### src/hdl/xt_pkg.sv
package xt_pkg;

  localparam logic [31:0] DELTA = 32'h9E37_79B9;

  localparam int DEFAULT_MAX_ROUNDS = 64;
  localparam int ROUNDS_W = 7;
  localparam int CFG_INDEX_W = 3;
  localparam logic [ROUNDS_W-1:0] ROUNDS_RESET = 7'd32;

  localparam logic MODE_ENC = 1'b0;
  localparam logic MODE_DEC = 1'b1;

  typedef enum logic [CFG_INDEX_W-1:0] {
    REG_KEY0,
    REG_KEY1,
    REG_KEY2,
    REG_KEY3,
    REG_ROUNDS
  } reg_index_t;

  typedef logic [3:0][31:0] key_t;

  typedef struct packed {
    logic        mode;
    logic [31:0] left_word;
    logic [31:0] right_word;
  } item_t;

  typedef struct packed {
    logic [31:0] left_result;
    logic [31:0] right_result;
  } result_t;

  // Block in flight between two half-round cells
  typedef struct packed {
    logic        valid;
    logic        dec;
    logic [31:0] v0;
    logic [31:0] v1;
    logic [31:0] sum;
  } cell_state_t;

endpackage

### src/hdl/xt_cell.sv
module xt_cell (
  input  logic                clk,
  input  logic                rst,
  input  logic                advance,
  input  logic                second_half,
  input  logic                load,
  input  xt_pkg::cell_state_t entry,
  input  xt_pkg::cell_state_t prev,
  input  xt_pkg::key_t        key,
  output xt_pkg::cell_state_t cur
);

  xt_pkg::cell_state_t src;
  xt_pkg::cell_state_t cur_next;
  logic                hit_v0;
  logic [1:0]          sel;
  logic [31:0]         from_word;
  logic [31:0]         to_word;
  logic [31:0]         f;
  logic [31:0]         new_word;

  function automatic logic [31:0] mix(input logic [31:0] x);
    return ((x << 4) ^ (x >> 5)) + x;
  endfunction

  always_comb begin
    src = load ? entry : prev;
    // First half of an encrypt cycle and second half of a decrypt cycle update v0
    hit_v0    = ~(second_half ^ src.dec);
    sel       = hit_v0 ? src.sum[1:0] : src.sum[12:11];
    from_word = hit_v0 ? src.v1 : src.v0;
    to_word   = hit_v0 ? src.v0 : src.v1;
    f         = mix(from_word) ^ (src.sum + key[sel]);
    new_word  = (src.dec == xt_pkg::MODE_DEC) ? (to_word - f) : (to_word + f);

    cur_next = src;
    if (hit_v0) begin
      cur_next.v0 = new_word;
    end else begin
      cur_next.v1 = new_word;
    end
    if (!second_half) begin
      cur_next.sum = (src.dec == xt_pkg::MODE_DEC) ? (src.sum - xt_pkg::DELTA)
                                                   : (src.sum + xt_pkg::DELTA);
    end
  end

  // Only the valid flag needs a reset; the payload follows it
  always_ff @(posedge clk) begin
    if (rst) begin
      cur.valid <= 1'b0;
    end else if (advance) begin
      cur.valid <= cur_next.valid;
    end
    if (advance) begin
      cur.dec <= cur_next.dec;
      cur.v0  <= cur_next.v0;
      cur.v1  <= cur_next.v1;
      cur.sum <= cur_next.sum;
    end
  end

endmodule

### config.mk
export PLATFORM = sky130hd
export DESIGN_NAME = xt_cell
export DESIGN_NICKNAME = d
export VERILOG_FILES = /design/src/hdl/xt_pkg.sv /design/src/hdl/xt_cell.sv
export SDC_FILE = /design/constraint.sdc
export NUM_CORES = 1
export LEC_CHECK = 0
export BUFFER_PORTS_ARGS = -buffer_cell sky130_fd_sc_hd__buf_2
export CORE_UTILIZATION = 29
export CTS_CLUSTER_SIZE = 14
export DETAILED_ROUTE_END_ITERATION = 8
export GPL_TIMING_DRIVEN = 0
export SETUP_SLACK_MARGIN = 0.3
export SKIP_CTS_REPAIR_TIMING = 1
export SKIP_LAST_GASP = 1
export SLEW_MARGIN = 5
export SYNTH_ARGS = -nofsm -noshare
export SYNTH_HDL_FRONTEND = slang
export SYNTH_SLANG_ARGS = --single-unit
### constraint.sdc
create_clock -name clk -period 12.45 [get_ports clk]
set_input_delay 3.1125 -clock clk [delete_from_list [all_inputs] [get_ports clk]]
set_output_delay 3.1125 -clock clk [all_outputs]
set_load 0.03 [all_outputs]
# Word level (Yosys, flattened, before mapping)
# Index checks and enable logic that the tools add are counted.
[word_totals]
inputBits = 329
mem_count = 0
latchBits = 0
romBits = 0
mem_bits_rw = 0
word_cells = 26
out_inout_bits = 98
regBits = 98
[op_classes]
reduce_logical = 0
n_bitwise = 3
addsub = 6
shifts = 0
n_mux = 11
n_lt_le_gt_ge = 1
mul = 0
n_eq_ne = 0
div = 0
[op_table]
columns = ["op", "n"]
rows = [
  ["32-bit two-way mux", 8],
  ["98-bit two-way mux", 1],
  ["32-bit adder", 3],
  ["32-bit binary-select mux with 2-bit select", 1],
  ["32-bit adder, second input constant", 1],
  ["32-bit subtractor", 1],
  ["32-bit subtractor, second input constant", 1],
  ["32-bit by 27-bit bitwise XOR with 32-bit output", 1],
  ["32-bit bitwise XOR", 1],
  ["2-bit by 3-bit less-than comparator with 1-bit output, second input constant", 1],
  ["2-bit two-way mux", 1],
  ["1-bit bitwise XOR", 1],
]

# Depth between registers and ports, before layout
[depth]
ltp_word = 10
ltp_mapped = 33
mapped_depth_nobuf = 32

# Worst setup path before layout
# Ideal clock, no wire load.
[synth_timing]
path_type = "input port to flip-flop"
startpoint = "input load"
endpoint = "register cur[63] (netlist bit), data pin"
setup_slack_ns = 2.478
n_path_buf = 3
setup_time_ns = 0.271
stages = 32
arrival_time_ns = 9.701
t_required_ns = 12.179
path_cell_list = "mux2i_2 -> xnor2_2 -> mux2_2 -> clkbuf_1 -> clkbuf_1 -> buf_1 -> a211oi_1 -> a31oi_1 -> ha_1 -> a211oi_2 -> o31ai_2 -> a2111oi_2 -> a21oi_1 -> xnor2_4 -> nand3_4 -> nor4_4 -> and3_2 -> nand2b_1 -> and4bb_1 -> a21oi_1 -> xnor2_1 -> ha_1 -> nand4_1 -> or3_1 -> a31oi_1 -> nor3b_1 -> o211ai_1 -> o21ai_0 -> xnor2_1 -> and4b_1 -> nor3_2 -> o22ai_1"
[synth_lines]
columns = ["item", "line", "rtl"]
rows = [
  ["start: declaration", "xt_cell.sv:6", "input logic load,"],
  ["end: declaration", "xt_cell.sv:10", "output xt_pkg::cell_state_t cur"],
]

==> impl_summary.txt <==
----------------------------------------------------
[Yosys]
  Async set-reset flop share out of synthesis ... 0%
  Synthesized flop and latch total ... 98
  Predominant post-synthesis flop cell ... edfxtp_1
  Synthesized instance count ... 1710
  Mapped Nets ... 2171
  Warning count from the yosys run ... 0
  Portion of the post-synthesis area used by sequential elements ... 19.6%
  Synthesized area divided by synthesized cell count ... 8.75 um2
  EDFF count, synth ... 97
  Synth Cell Area ... 0.0150 mm2
  Post-synthesis cell type count ... 83

[Die]
  Height of the die ... 229 um
  Die Area ... 0.0525 mm2
  Starting density of the core ... 29.6%
  Width of the die ... 229 um
  Number of placement rows ... 82
  Floorplan Core Area ... 0.0506 mm2
  Number of primary I/O pins ... 427

[Worst setup path]
  Worst path max stage delay ... 0.53 ns
  Critical path peak fanout ... 10
  Kind of start point of the critical path ... primary input
  Arr. time, crit path ... 11.91 ns
  Required arrival time at the worst endpoint ... 12.56 ns
  Start-to-end type of the worst setup path ... primary input to flop
  Critical Path End Type ... flop
  Standard cell with the maximum stage delay on the critical path ... a311oi_1

[Placement]
  Input/output buffers ... 426
  Final weighted congestion of routability-driven global placement ... 0.945
  Final HPWL DP ... 52.2 mm
  Placed instance count ... 2809

[Power]
  Static Leak ... 7.56 nW
  Power Total ... 4.76 mW
  Power Density ... 260 mW/mm2
  Highest ir drop seen on vdd ... 112 uV

[Routing]
  Via total after detailed routing ... 15500
  Final WL ... 62.9 mm
  Number of antenna-violating nets in the routed design ... 0
  Number of remaining DRC errors ... 0
  Wirelength per Cell ... 22.2 um
  Detail-routed via count per cell ... 5.48
  Initial drt markers ... 1178
  Detailed Routing Iterations Pass 1 ... 7

[STA]
  Max-slew violation count ... 0
  Fmax ... 84.7 MHz
  Clock period minus final worst setup slack ... 11.80 ns
  Final setup fails ... 0
  Final Hold Viols ... 0
  Max Clock Skew ... 0 ns
  Slew Limit Headroom ... 19.0%
  Hold slack final ... 0.493 ns
  Final worst-path cycle share ... 94.8%
  RSZ-0062 raised after global routing ... false
  Pin slew with the least headroom to its limit ... 1.21 ns

[Job]
  Reported max-cap violation count ... 0

[Global route]
  GRT Total Usage ... 23.4%
  Remaining global-route overflow ... 0
  Via count of the first global-routing pass ... 15300
  Antenna violations before repair ... 3
  First-pass GRT wire length ... 92.6 mm
  Largest net degree at the start of global routing ... 55

[CTS]
  Root buffer cell ... clkbuf_16
  Count of H-tree levels built during CTS ... 3
  Cts bufs inserted ... 9
  Clock latency of the later-clocked register in the worst-skew pair ... 0.39 ns
  CTS clk-pin slew, worst paths ... 0.08 ns
  Total number of clock tree sinks ... 98
  Clock tree from TritonCTS ... built
  Buffers from clock root to sink, at most ... 2

[Finish]
  Nets ... 2609
  Non-filler cells in the finished layout ... 2828
  Fraction of layout cells with a size suffix above 1 ... 28.0%
  Flip-flop count of the largest register after layout ... 98
  Area Growth Syn to Fin ... 22.6%
  Commonest cells after routing, fill and taps aside ... buf_2 (431), nand2_1 (169), a21oi_1 (153), ha_1 (128), xnor2_1 (110)
  Filler instances ... 5194
  Area of combinational cells with multiple inputs ... 0.0116 mm2
  FF+latch area ... 0.00293 mm2
  Biggest registers after layout ... cur x98
  Most common cell after layout, fill and taps aside ... buf_2
  Largest register by flop count ... cur

[Min path]
  Worst hold-check path type ... flop to flop

[Run status]
  Run status ... completed

----------------------------------------------------
-- layout make-up --
| type | instances | area share [%] |
|---|---|---|
| flip-flops and latches | 98 | 16.0 |
| clock inverters | 7 | 0.457 |
| well taps | 672 | 4.58 |
| clock buffers | 9 | 1.23 |
| multi-input cells | 1489 | 63.0 |
| inverters | 30 | 0.614 |
| repair buffers | 427 | 11.8 |
| diodes | 3 | 0.0409 |
| plain buffers | 93 | 2.27 |
-- final timing paths --
kind | start | endpoint | slack (ns) | depth (start not counted)
max | load | cur[63]$_DFFE_PP_ | 0.65 | 33
min | cur[97]$_SDFFE_PP0P_ | cur[97]$_SDFFE_PP0P_ | 0.49 | 2
max reg2reg | cur[97]$_SDFFE_PP0P_ | cur[97]$_SDFFE_PP0P_ | 11.79 | 2
min reg2reg | cur[97]$_SDFFE_PP0P_ | cur[97]$_SDFFE_PP0P_ | 0.49 | 2
-- synthesized netlist by cell type (all sizes together) (46+ instances only) --
master / n / share of area [%]
mux4: 61 / 9.2
nor2b: 96 / 4.0
xnor2: 115 / 7.0
nor2: 76 / 1.9
a211oi: 92 / 4.7
edfxtp: 97 / 19
o21ai: 118 / 3.9
a21o: 46 / 2.3
a21oi: 154 / 5.2
clkbuf: 68 / 1.8
ha: 128 / 11
nand2: 169 / 4.2
xor2: 84 / 4.9
a31oi: 51 / 2.1
-- logic make-up (layout without fill, tap and decap cells) --
kind of cell / count (synthesis) / count (layout) / synth area share, %
adders and majority gates: 132 / 132 / 11.2
xor gates and xnor gates: 202 / 202 / 12.4
DFF: 98 / 98 / 19.6
and+or+nand+nor: 481 / 481 / 16.2
buffers and inverters: 123 / 566 / 3.47
AOI/OAI and AO/OA: 553 / 553 / 23.6
other: 0 / 3 / 0
muxes: 121 / 121 / 13.6
-- power by group --
group,internal (mW),total [mW],leakage [nW],switching (mW)
sequential,0.585,0.618,0.957,0.0332
combinational,1.45,3.83,6.45,2.38
clock,0.160,0.316,0.154,0.156
-- critical path, delay by kind of cell --
kind / cells / cell delay [ns]
adder cells (fa/ha/maj): 2 / 0.69
AND/OR/NAND/NOR: 6 / 1.52
AO/OA/AOI/OAI: 14 / 3.21
multiplexers: 2 / 0.87
XOR/XNOR: 3 / 0.84
buffers and inverters: 6 / 1.66
-- routing by layer --
metal  part of all wire, %  GRT usage, %
met1                    44          29.6
met2                    47          39.4
met3                   5.3          3.42
met4                   3.6          10.1
met5                     0             0
-- stage by stage --
step	TNS, ns	setup slack, ns	area [um2]	utilization, %
2_1_floorplan	0	2.48	15000	-
3_3_place_gp	-1.68	-0.519	17900	35.5
3_5_place_dp	-1.99	-0.553	18000	35.5
4_1_cts	-0.160	-0.112	18300	36.1
5_1_grt	0	0.299	18300	36.3
6_report	0	0.645	18300	36.3
(Power assumes the default switching activity.)
