### config.mk
export PLATFORM = sky130hd
export DESIGN_NAME = xt_regs
export DESIGN_NICKNAME = d
export VERILOG_FILES = /design/src/hdl/xt_pkg.sv /design/src/hdl/xt_regs.sv
export SDC_FILE = /design/constraint.sdc
export NUM_CORES = 1
export LEC_CHECK = 0
export BUFFER_PORTS_ARGS = -buffer_cell sky130_fd_sc_hd__buf_4
export CAP_MARGIN = 20
export CELL_PAD_IN_SITES_DETAIL_PLACEMENT = 0
export CELL_PAD_IN_SITES_GLOBAL_PLACEMENT = 2
export CORE_MARGIN = 2
export CORE_UTILIZATION = 30
export DETAILED_ROUTE_END_ITERATION = 6
export GPL_ROUTABILITY_DRIVEN = 0
export HOLD_SLACK_MARGIN = 0.12
export PLACE_DENSITY = 0.85
export SLEW_MARGIN = 20
export SYNTH_ARGS = -nofsm -noshare
export SYNTH_HDL_FRONTEND = slang
export SYNTH_SLANG_ARGS = --single-unit
### constraint.sdc
create_clock -name clk -period 5.5 [get_ports clk]
set_input_delay 0.275 -clock clk [delete_from_list [all_inputs] [get_ports clk]]
set_output_delay 0.275 -clock clk [all_outputs]
set_load 0.03 [all_outputs]
### src/hdl/xt_pkg.sv
package xt_pkg;

  localparam logic [31:0] DELTA = 32'h9E37_79B9;

  localparam int DEFAULT_MAX_ROUNDS = 64;
  localparam int ROUNDS_W = 7;
  localparam int CFG_INDEX_W = 3;
  localparam logic [ROUNDS_W-1:0] ROUNDS_RESET = 7'd32;

  localparam logic MODE_ENC = 1'b0;
  localparam logic MODE_DEC = 1'b1;

  typedef enum logic [CFG_INDEX_W-1:0] {
    REG_KEY0,
    REG_KEY1,
    REG_KEY2,
    REG_KEY3,
    REG_ROUNDS
  } reg_index_t;

  typedef logic [3:0][31:0] key_t;

  typedef struct packed {
    logic        mode;
    logic [31:0] left_word;
    logic [31:0] right_word;
  } item_t;

  typedef struct packed {
    logic [31:0] left_result;
    logic [31:0] right_result;
  } result_t;

  // Block in flight between two half-round cells
  typedef struct packed {
    logic        valid;
    logic        dec;
    logic [31:0] v0;
    logic [31:0] v1;
    logic [31:0] sum;
  } cell_state_t;

endpackage

### src/hdl/xt_regs.sv
module xt_regs #(
  parameter int MAX_ROUNDS = xt_pkg::DEFAULT_MAX_ROUNDS
) (
  input  logic                                 clk,
  input  logic                                 rst,
  input  logic                                 cfg_valid,
  input  logic [xt_pkg::CFG_INDEX_W-1:0]       cfg_index,
  input  logic [31:0]                          cfg_data,
  output xt_pkg::key_t                         key,
  output logic [$clog2(2*MAX_ROUNDS)-1:0]      entry_idx,
  output logic [31:0]                          dec_sum
);

  localparam int CNT_W = $clog2(MAX_ROUNDS + 1);
  localparam int NW = (CNT_W > xt_pkg::ROUNDS_W) ? CNT_W : xt_pkg::ROUNDS_W;
  localparam int IW = $clog2(2*MAX_ROUNDS);
  localparam logic [NW-1:0] MAX_N = NW'(MAX_ROUNDS);
  localparam logic [NW:0] NCELL_V = (NW+1)'(2*MAX_ROUNDS);

  xt_pkg::key_t                  key_words;
  logic [xt_pkg::ROUNDS_W-1:0]   rounds;
  logic [NW-1:0]                 rounds_ext;
  logic [NW-1:0]                 n_used;
  logic [NW:0]                   entry_full;

  always_ff @(posedge clk) begin
    if (rst) begin
      key_words <= '0;
      rounds    <= xt_pkg::ROUNDS_RESET;
    end else if (cfg_valid) begin
      case (cfg_index)
        xt_pkg::REG_KEY0:   key_words[0] <= cfg_data;
        xt_pkg::REG_KEY1:   key_words[1] <= cfg_data;
        xt_pkg::REG_KEY2:   key_words[2] <= cfg_data;
        xt_pkg::REG_KEY3:   key_words[3] <= cfg_data;
        xt_pkg::REG_ROUNDS: rounds       <= cfg_data[xt_pkg::ROUNDS_W-1:0];
        default: ;
      endcase
    end
  end

  // Clamp the cycle count to 1..MAX_ROUNDS
  always_comb begin
    rounds_ext = NW'(rounds);
    if (rounds_ext == '0) begin
      n_used = NW'(1);
    end else if (rounds_ext > MAX_N) begin
      n_used = MAX_N;
    end else begin
      n_used = rounds_ext;
    end
  end

  // Blocks enter part way down the chain so every block leaves at the last cell
  assign entry_full = NCELL_V - {n_used, 1'b0};
  assign entry_idx  = entry_full[IW-1:0];
  assign dec_sum    = xt_pkg::DELTA * {{(32-NW){1'b0}}, n_used};
  assign key        = key_words;

endmodule

### Word level (Yosys, flattened, before mapping)

Cells that the tools add are included.

* register bits after elaboration: 135
* bits of input ports: 38
* logic and storage cells: 21

* mux-type cells: 2
* order comparisons: 1
* reductions and logical operators: 7
* add/subtract/negate cells: 1
* multiply operators: 1
* equal/unequal tests: 4

Operator list (count)
* $mul A32 B7 Y32 const A: 1
* $mux W7: 2
* $reduce_and A2 Y1: 5
* $gt A7 B7 Y1 const B: 1
* $logic_not A7 Y1: 1
* $sub A1 B7 Y7 const A: 1
* $eq A3 B2 Y1 const B: 2
* $eq A3 B1 Y1 const B: 1
* $eq A3 B3 Y1 const B: 1
* $logic_not A3 Y1: 1

### Logic depth before layout (Yosys ltp)

* depth in word-level cells: 4
* depth in mapped cells: 19
* mapped depth without buffers: 18

### Least setup slack after synthesis

OpenSTA, ideal clock, no wires.

* path kind: register to output
* start: reg rounds[1] (netlist bit)
* end: out dec_sum[30]
* buffers on the path: 0
* path slack: -0.113 ns
* required time: 5.225 ns
* stages on the path, launching flop included: 15
* arrival: 5.338 ns
* path through: dfxtp_1 -> nor3_1 -> a21oi_1 -> nor2_1 -> inv_1 -> fa_1 -> inv_1 -> ha_1 -> a21o_1 -> a221oi_2 -> o21ai_2 -> a221oi_4 -> o21ai_2 -> a41o_1 -> xor2_1

* cells in the longest elaborated chain, start to end: 4
* elaborated cells between the ends (all ways): 5
* classes of those cells: 1 x mul; 1 x order compare; 2 x mux; 1 x reduce/logical

RTL lines
* start: declaration: RTL line xt_regs.sv:21 `logic [xt_pkg::ROUNDS_W-1:0] rounds;`
* start signal: assignment: RTL line xt_regs.sv:29 `rounds <= xt_pkg::ROUNDS_RESET;`
* start signal: assignment: RTL line xt_regs.sv:36 `xt_pkg::REG_ROUNDS: rounds <= cfg_data[xt_pkg::ROUNDS_W-1:0];`
* $gt A7 B7 Y1: RTL line xt_regs.sv:47 `end else if (rounds_ext > MAX_N) begin`
* $mux W7: RTL line xt_regs.sv:47
* $mux W7 (*): RTL line xt_regs.sv:45 `if (rounds_ext == '0) begin`
* $mul A32 B7 Y32 (*): RTL line xt_regs.sv:57 `assign dec_sum = xt_pkg::DELTA * {{(32-NW){1'b0}}, n_used};`
* end: declaration: RTL line xt_regs.sv:11 `output logic [31:0] dec_sum`

Every way passes the cells marked *; elsewhere a longest branch is shown, timed or not.

### Worst setup path in the final report

* start: reg rounds[6] (netlist bit)
* end: out dec_sum[30]

Same word-level chain as after synthesis.

==> metrics.md <==
| Metric | Value |
|---|---|
| Core footprint | 25,800 um2 |
| RSZ-0062 raised after global routing | false |
| # clock sinks | 135 |
| Status | finished clean |
| Commonest non-fill, non-tap cell in the layout | nand2_1 |
| Crit path buf inv count | 5 |
| Final Setup Violations | 0 |
| # fillers | approximately 2.6k |
| Skew-Pair Late Insertion Delay | 420 ps |
| Clock Pin Slew Worst Setup and Hold Paths | 60 ps |
| Final Skew | 0 ps |
| CP Data Required Time | 5220 ps |
| Worst path most repeated cell | fa_1 |
| Power Internal | 2.08 mW |
| Vias in the first global route | just over 7k |
| CTS tree | built |
| Fmax | roughly 0.19 GHz |
| Crit. End Element | output pin |
| Crit path cell chain | nand2b_4 > buf_4 > fa_1 > inv_2 > ha_1 > fa_1 > inv_1 > fa_1 > inv_1 > ha_2 > a21o_1 > a221oi_2 > o21ai_2 > a221oi_4 > o21ai_4 > a41o_1 > xor2_1 > buf_4 |
| Routed len/inst | 16.9 um |
| Wirelength, routed | 25.8 mm |
| Antenna fix cells | 0 |
| Post-synth EDFFs | 0 |
| Cell row count | 59 |
| Max IR drop VDD | 0.000242 V |
| Worst hold path type | in -> reg |
| # DRC | 0 |
| Vias per cell | about 4.7 |
| Initial core utilization | 30.4% |
| Nets | 1,324 |
| Clk Tree Root Cell | clkbuf_16 |
| CTS H-tree depth | 4 |
| Post-Syn Area per Cell | 8.04 um2 |
| Period utilization | 95.6% |
| Switching power | a little over 1 mW |
| Mapped Cells | 975 |
| Area delta synth->final | 34.8% |
| Netlist Area Pre-Place | 7840 um2 |
| Clk pwr share | a little under two fifths |
| Port Buffer Count | about 200 |
| Height of the die | approximately 170 um |
| Sequential power share | 32.6% |
| CP arrival | 4980 ps |
| Yosys reg bits | 135 |
| First-pass GRT wire length | between 40 and 50 mm |
| Antenna Nets Post-Route | 0 |
| Largest area contributor in the netlist | dfxtp_1 |
| Setup TNS | 0 ps |
| Most frequent cells in the layout | nand2_1, buf_4, a21oi_1 |
| Largest net degree at the start of global routing | 77 |
| Grt ovf | 0 |
| Initial antenna violation count | 0 |
| Normalized max-slew margin | between 40% and 50% |
| Ys async rst share | 0% |
| Minimum clock period | 5260 ps |
| CTS Buf Count | 17 |
| CP max-delay cell | fa_1 |
| Comb pwr share | 29.2% |
| Synth Flop Type | dfxtp_1 |
| Post-Layout Cell Count | 1,523 |
| Layout cells sized above 1 | between 20% and 30% |
| Max Root-Sink Buffers | 2 |
| Switch share | 32.9% |
| Tot GR Track Use | 18.5% |
| Worst slew pin tran | about 860 ps |
| Crit start category | register |
| Setup CP Type | reg -> out |
| Delay-heaviest family, CP | adder cells |
| Yosys warns | 0 |
| Pins Over Slew Limit | 0 |
| CP max FO | 7 |
| Die span in x | approximately 170 um |
| Fin. Hold Viols | 0 |
| Inst Count DP | 1,476 |
| Detailed Route Iter0 Violations | approximately 360 |
| Max Cap Viol | 0 |
| Top cell type's share of synthesized area | 34.5% |
| Post-synthesis sequential area ratio | 34.5% |
| PwrDens | between 200 and 300 nW/um2 |
| Detailed placement HPWL | 18.9 mm |
| Synth top area cells | dfxtp_1, nand2_1, ha_1, fa_1, a21oi_1 |
| DR pass1 iterations | 5 |
| Cell variety after synth | between 40 and 50 |
| Max stage delay on crit path | 540 ps |
| # IOs | 205 |
| Die Area | 27,500 um2 |
| Static leakage power | 4.77 nW |
| Vias post-DR | 7,200 |
## worst paths after layout
path / from / end / slack (ps) / cells past startpoint
worst max register to register: rounds[6] / rounds[6] / 4670 / 3
worst min-delay path: cfg_data[12] / key[44] / 130 / 3
worst min register to register: key[50] / key[50] / 450 / 2
worst max-delay path: rounds[6] / dec_sum[30] / 240 / 18
## power groups by stage
| stage | clock network (mW) | logic, mW | registers [mW] |
|---|---|---|---|
| final | 1.19 | 0.906 | 1.01 |
| after global routing | 1.25 | 0.988 | 1.01 |
| after CTS | 1.21 | 0.894 | 1.01 |
| after detailed placement | 0 | 0.884 | 1.03 |
| after global placement | 0 | 0.886 | 1.03 |
| after floorplan | 0 | 0.545 | 1.07 |
## routing by layer
| metal | wire (um) | up-vias | share of wire [%] | track usage (%) |
|---|---|---|---|---|
| met2 | 12300 | 179 | 48 | 31.1 |
| li1 | - | 3550 | - | - |
| met5 | 0 | - | 0 | 0 |
| met3 | 2130 | 24 | 8.3 | 7.72 |
| met4 | 362 | 0 | 1.4 | 4.16 |
| met1 | 10900 | 3447 | 42 | 22.1 |
## flip-flops by register name, summed over array words and instances, names as in the netlist
name / flops
rounds: 7
key: 128
## timing repair
item	4_1_cts	5_1_grt
resized for setup	4	19
buffers inserted	1	3
hold buffers	10	2
endpoints found under the setup margin	4	9
cloned	0	0
pin swaps	2	6
hold endpoints to repair	16	2
## Yosys cell counts, drive strengths merged, types with 4 or more instances
library cell and instances:
and3 4, a21o 11, nor2b 7, o21a 4, o21ai 13, ha 68
inv 83, a31oi 5, xor2 12, nand2 294, xnor2 26, dfxtp 135
nand4 4, a21oi 156, clkbuf 52, fa 42, nand3 4, nor2 15
## cells by family (layout without fill, tap and decap cells)
logic type	after synthesis	in the layout	synth area share (%)
AND/OR/NAND/NOR	343	343	17.5
AO/OA/AOI/OAI	211	211	15.6
buffers and inverters	137	348	6.65
flip-flops	135	135	34.5
adder cells (fa/ha/maj)	110	110	21.6
XOR/XNOR	38	38	4.24
other	1	3	0.0478
## stage by stage
| step | utilization, % | hold slack, ps | total power, mW | worst slack [ps] | area [um2] |
|---|---|---|---|---|---|
| after floorplan | - | 396 | 1.61 | 104 | 7850 |
| after global placement | 37.5 | 443 | 1.92 | 395 | 9700 |
| after detailed placement | 37.5 | 447 | 1.92 | 342 | 9700 |
| after CTS | 40.4 | 120 | 3.11 | 42.0 | 10400 |
| final | 40.9 | 133 | 3.10 | 241 | 10600 |
| after global routing | 40.9 | 124 | 3.25 | 3.65 | 10600 |
## area by class of cell
cell class / instances / area [um2] / area share, %
Clock inverter: 11 / 146 / 1.38
Tap cell: 335 / 419 / 3.97
Sequential cell: 135 / 2710 / 25.6
Clock buffer: 20 / 467 / 4.42
Timing Repair Buffer: 234 / 1780 / 16.9
Multi-Input combinational cell: 705 / 4740 / 44.8
Inverter: 83 / 312 / 2.95
## worst register-to-register path: cells and delay by family, from the launching register on
family	cells	cell delay, ps
flip-flops	1	390
buffers and inverters	1	170
AO/OA/AOI/OAI	1	140
AND/OR/NAND/NOR	1	60
Power figures use the tool's default switching activity.
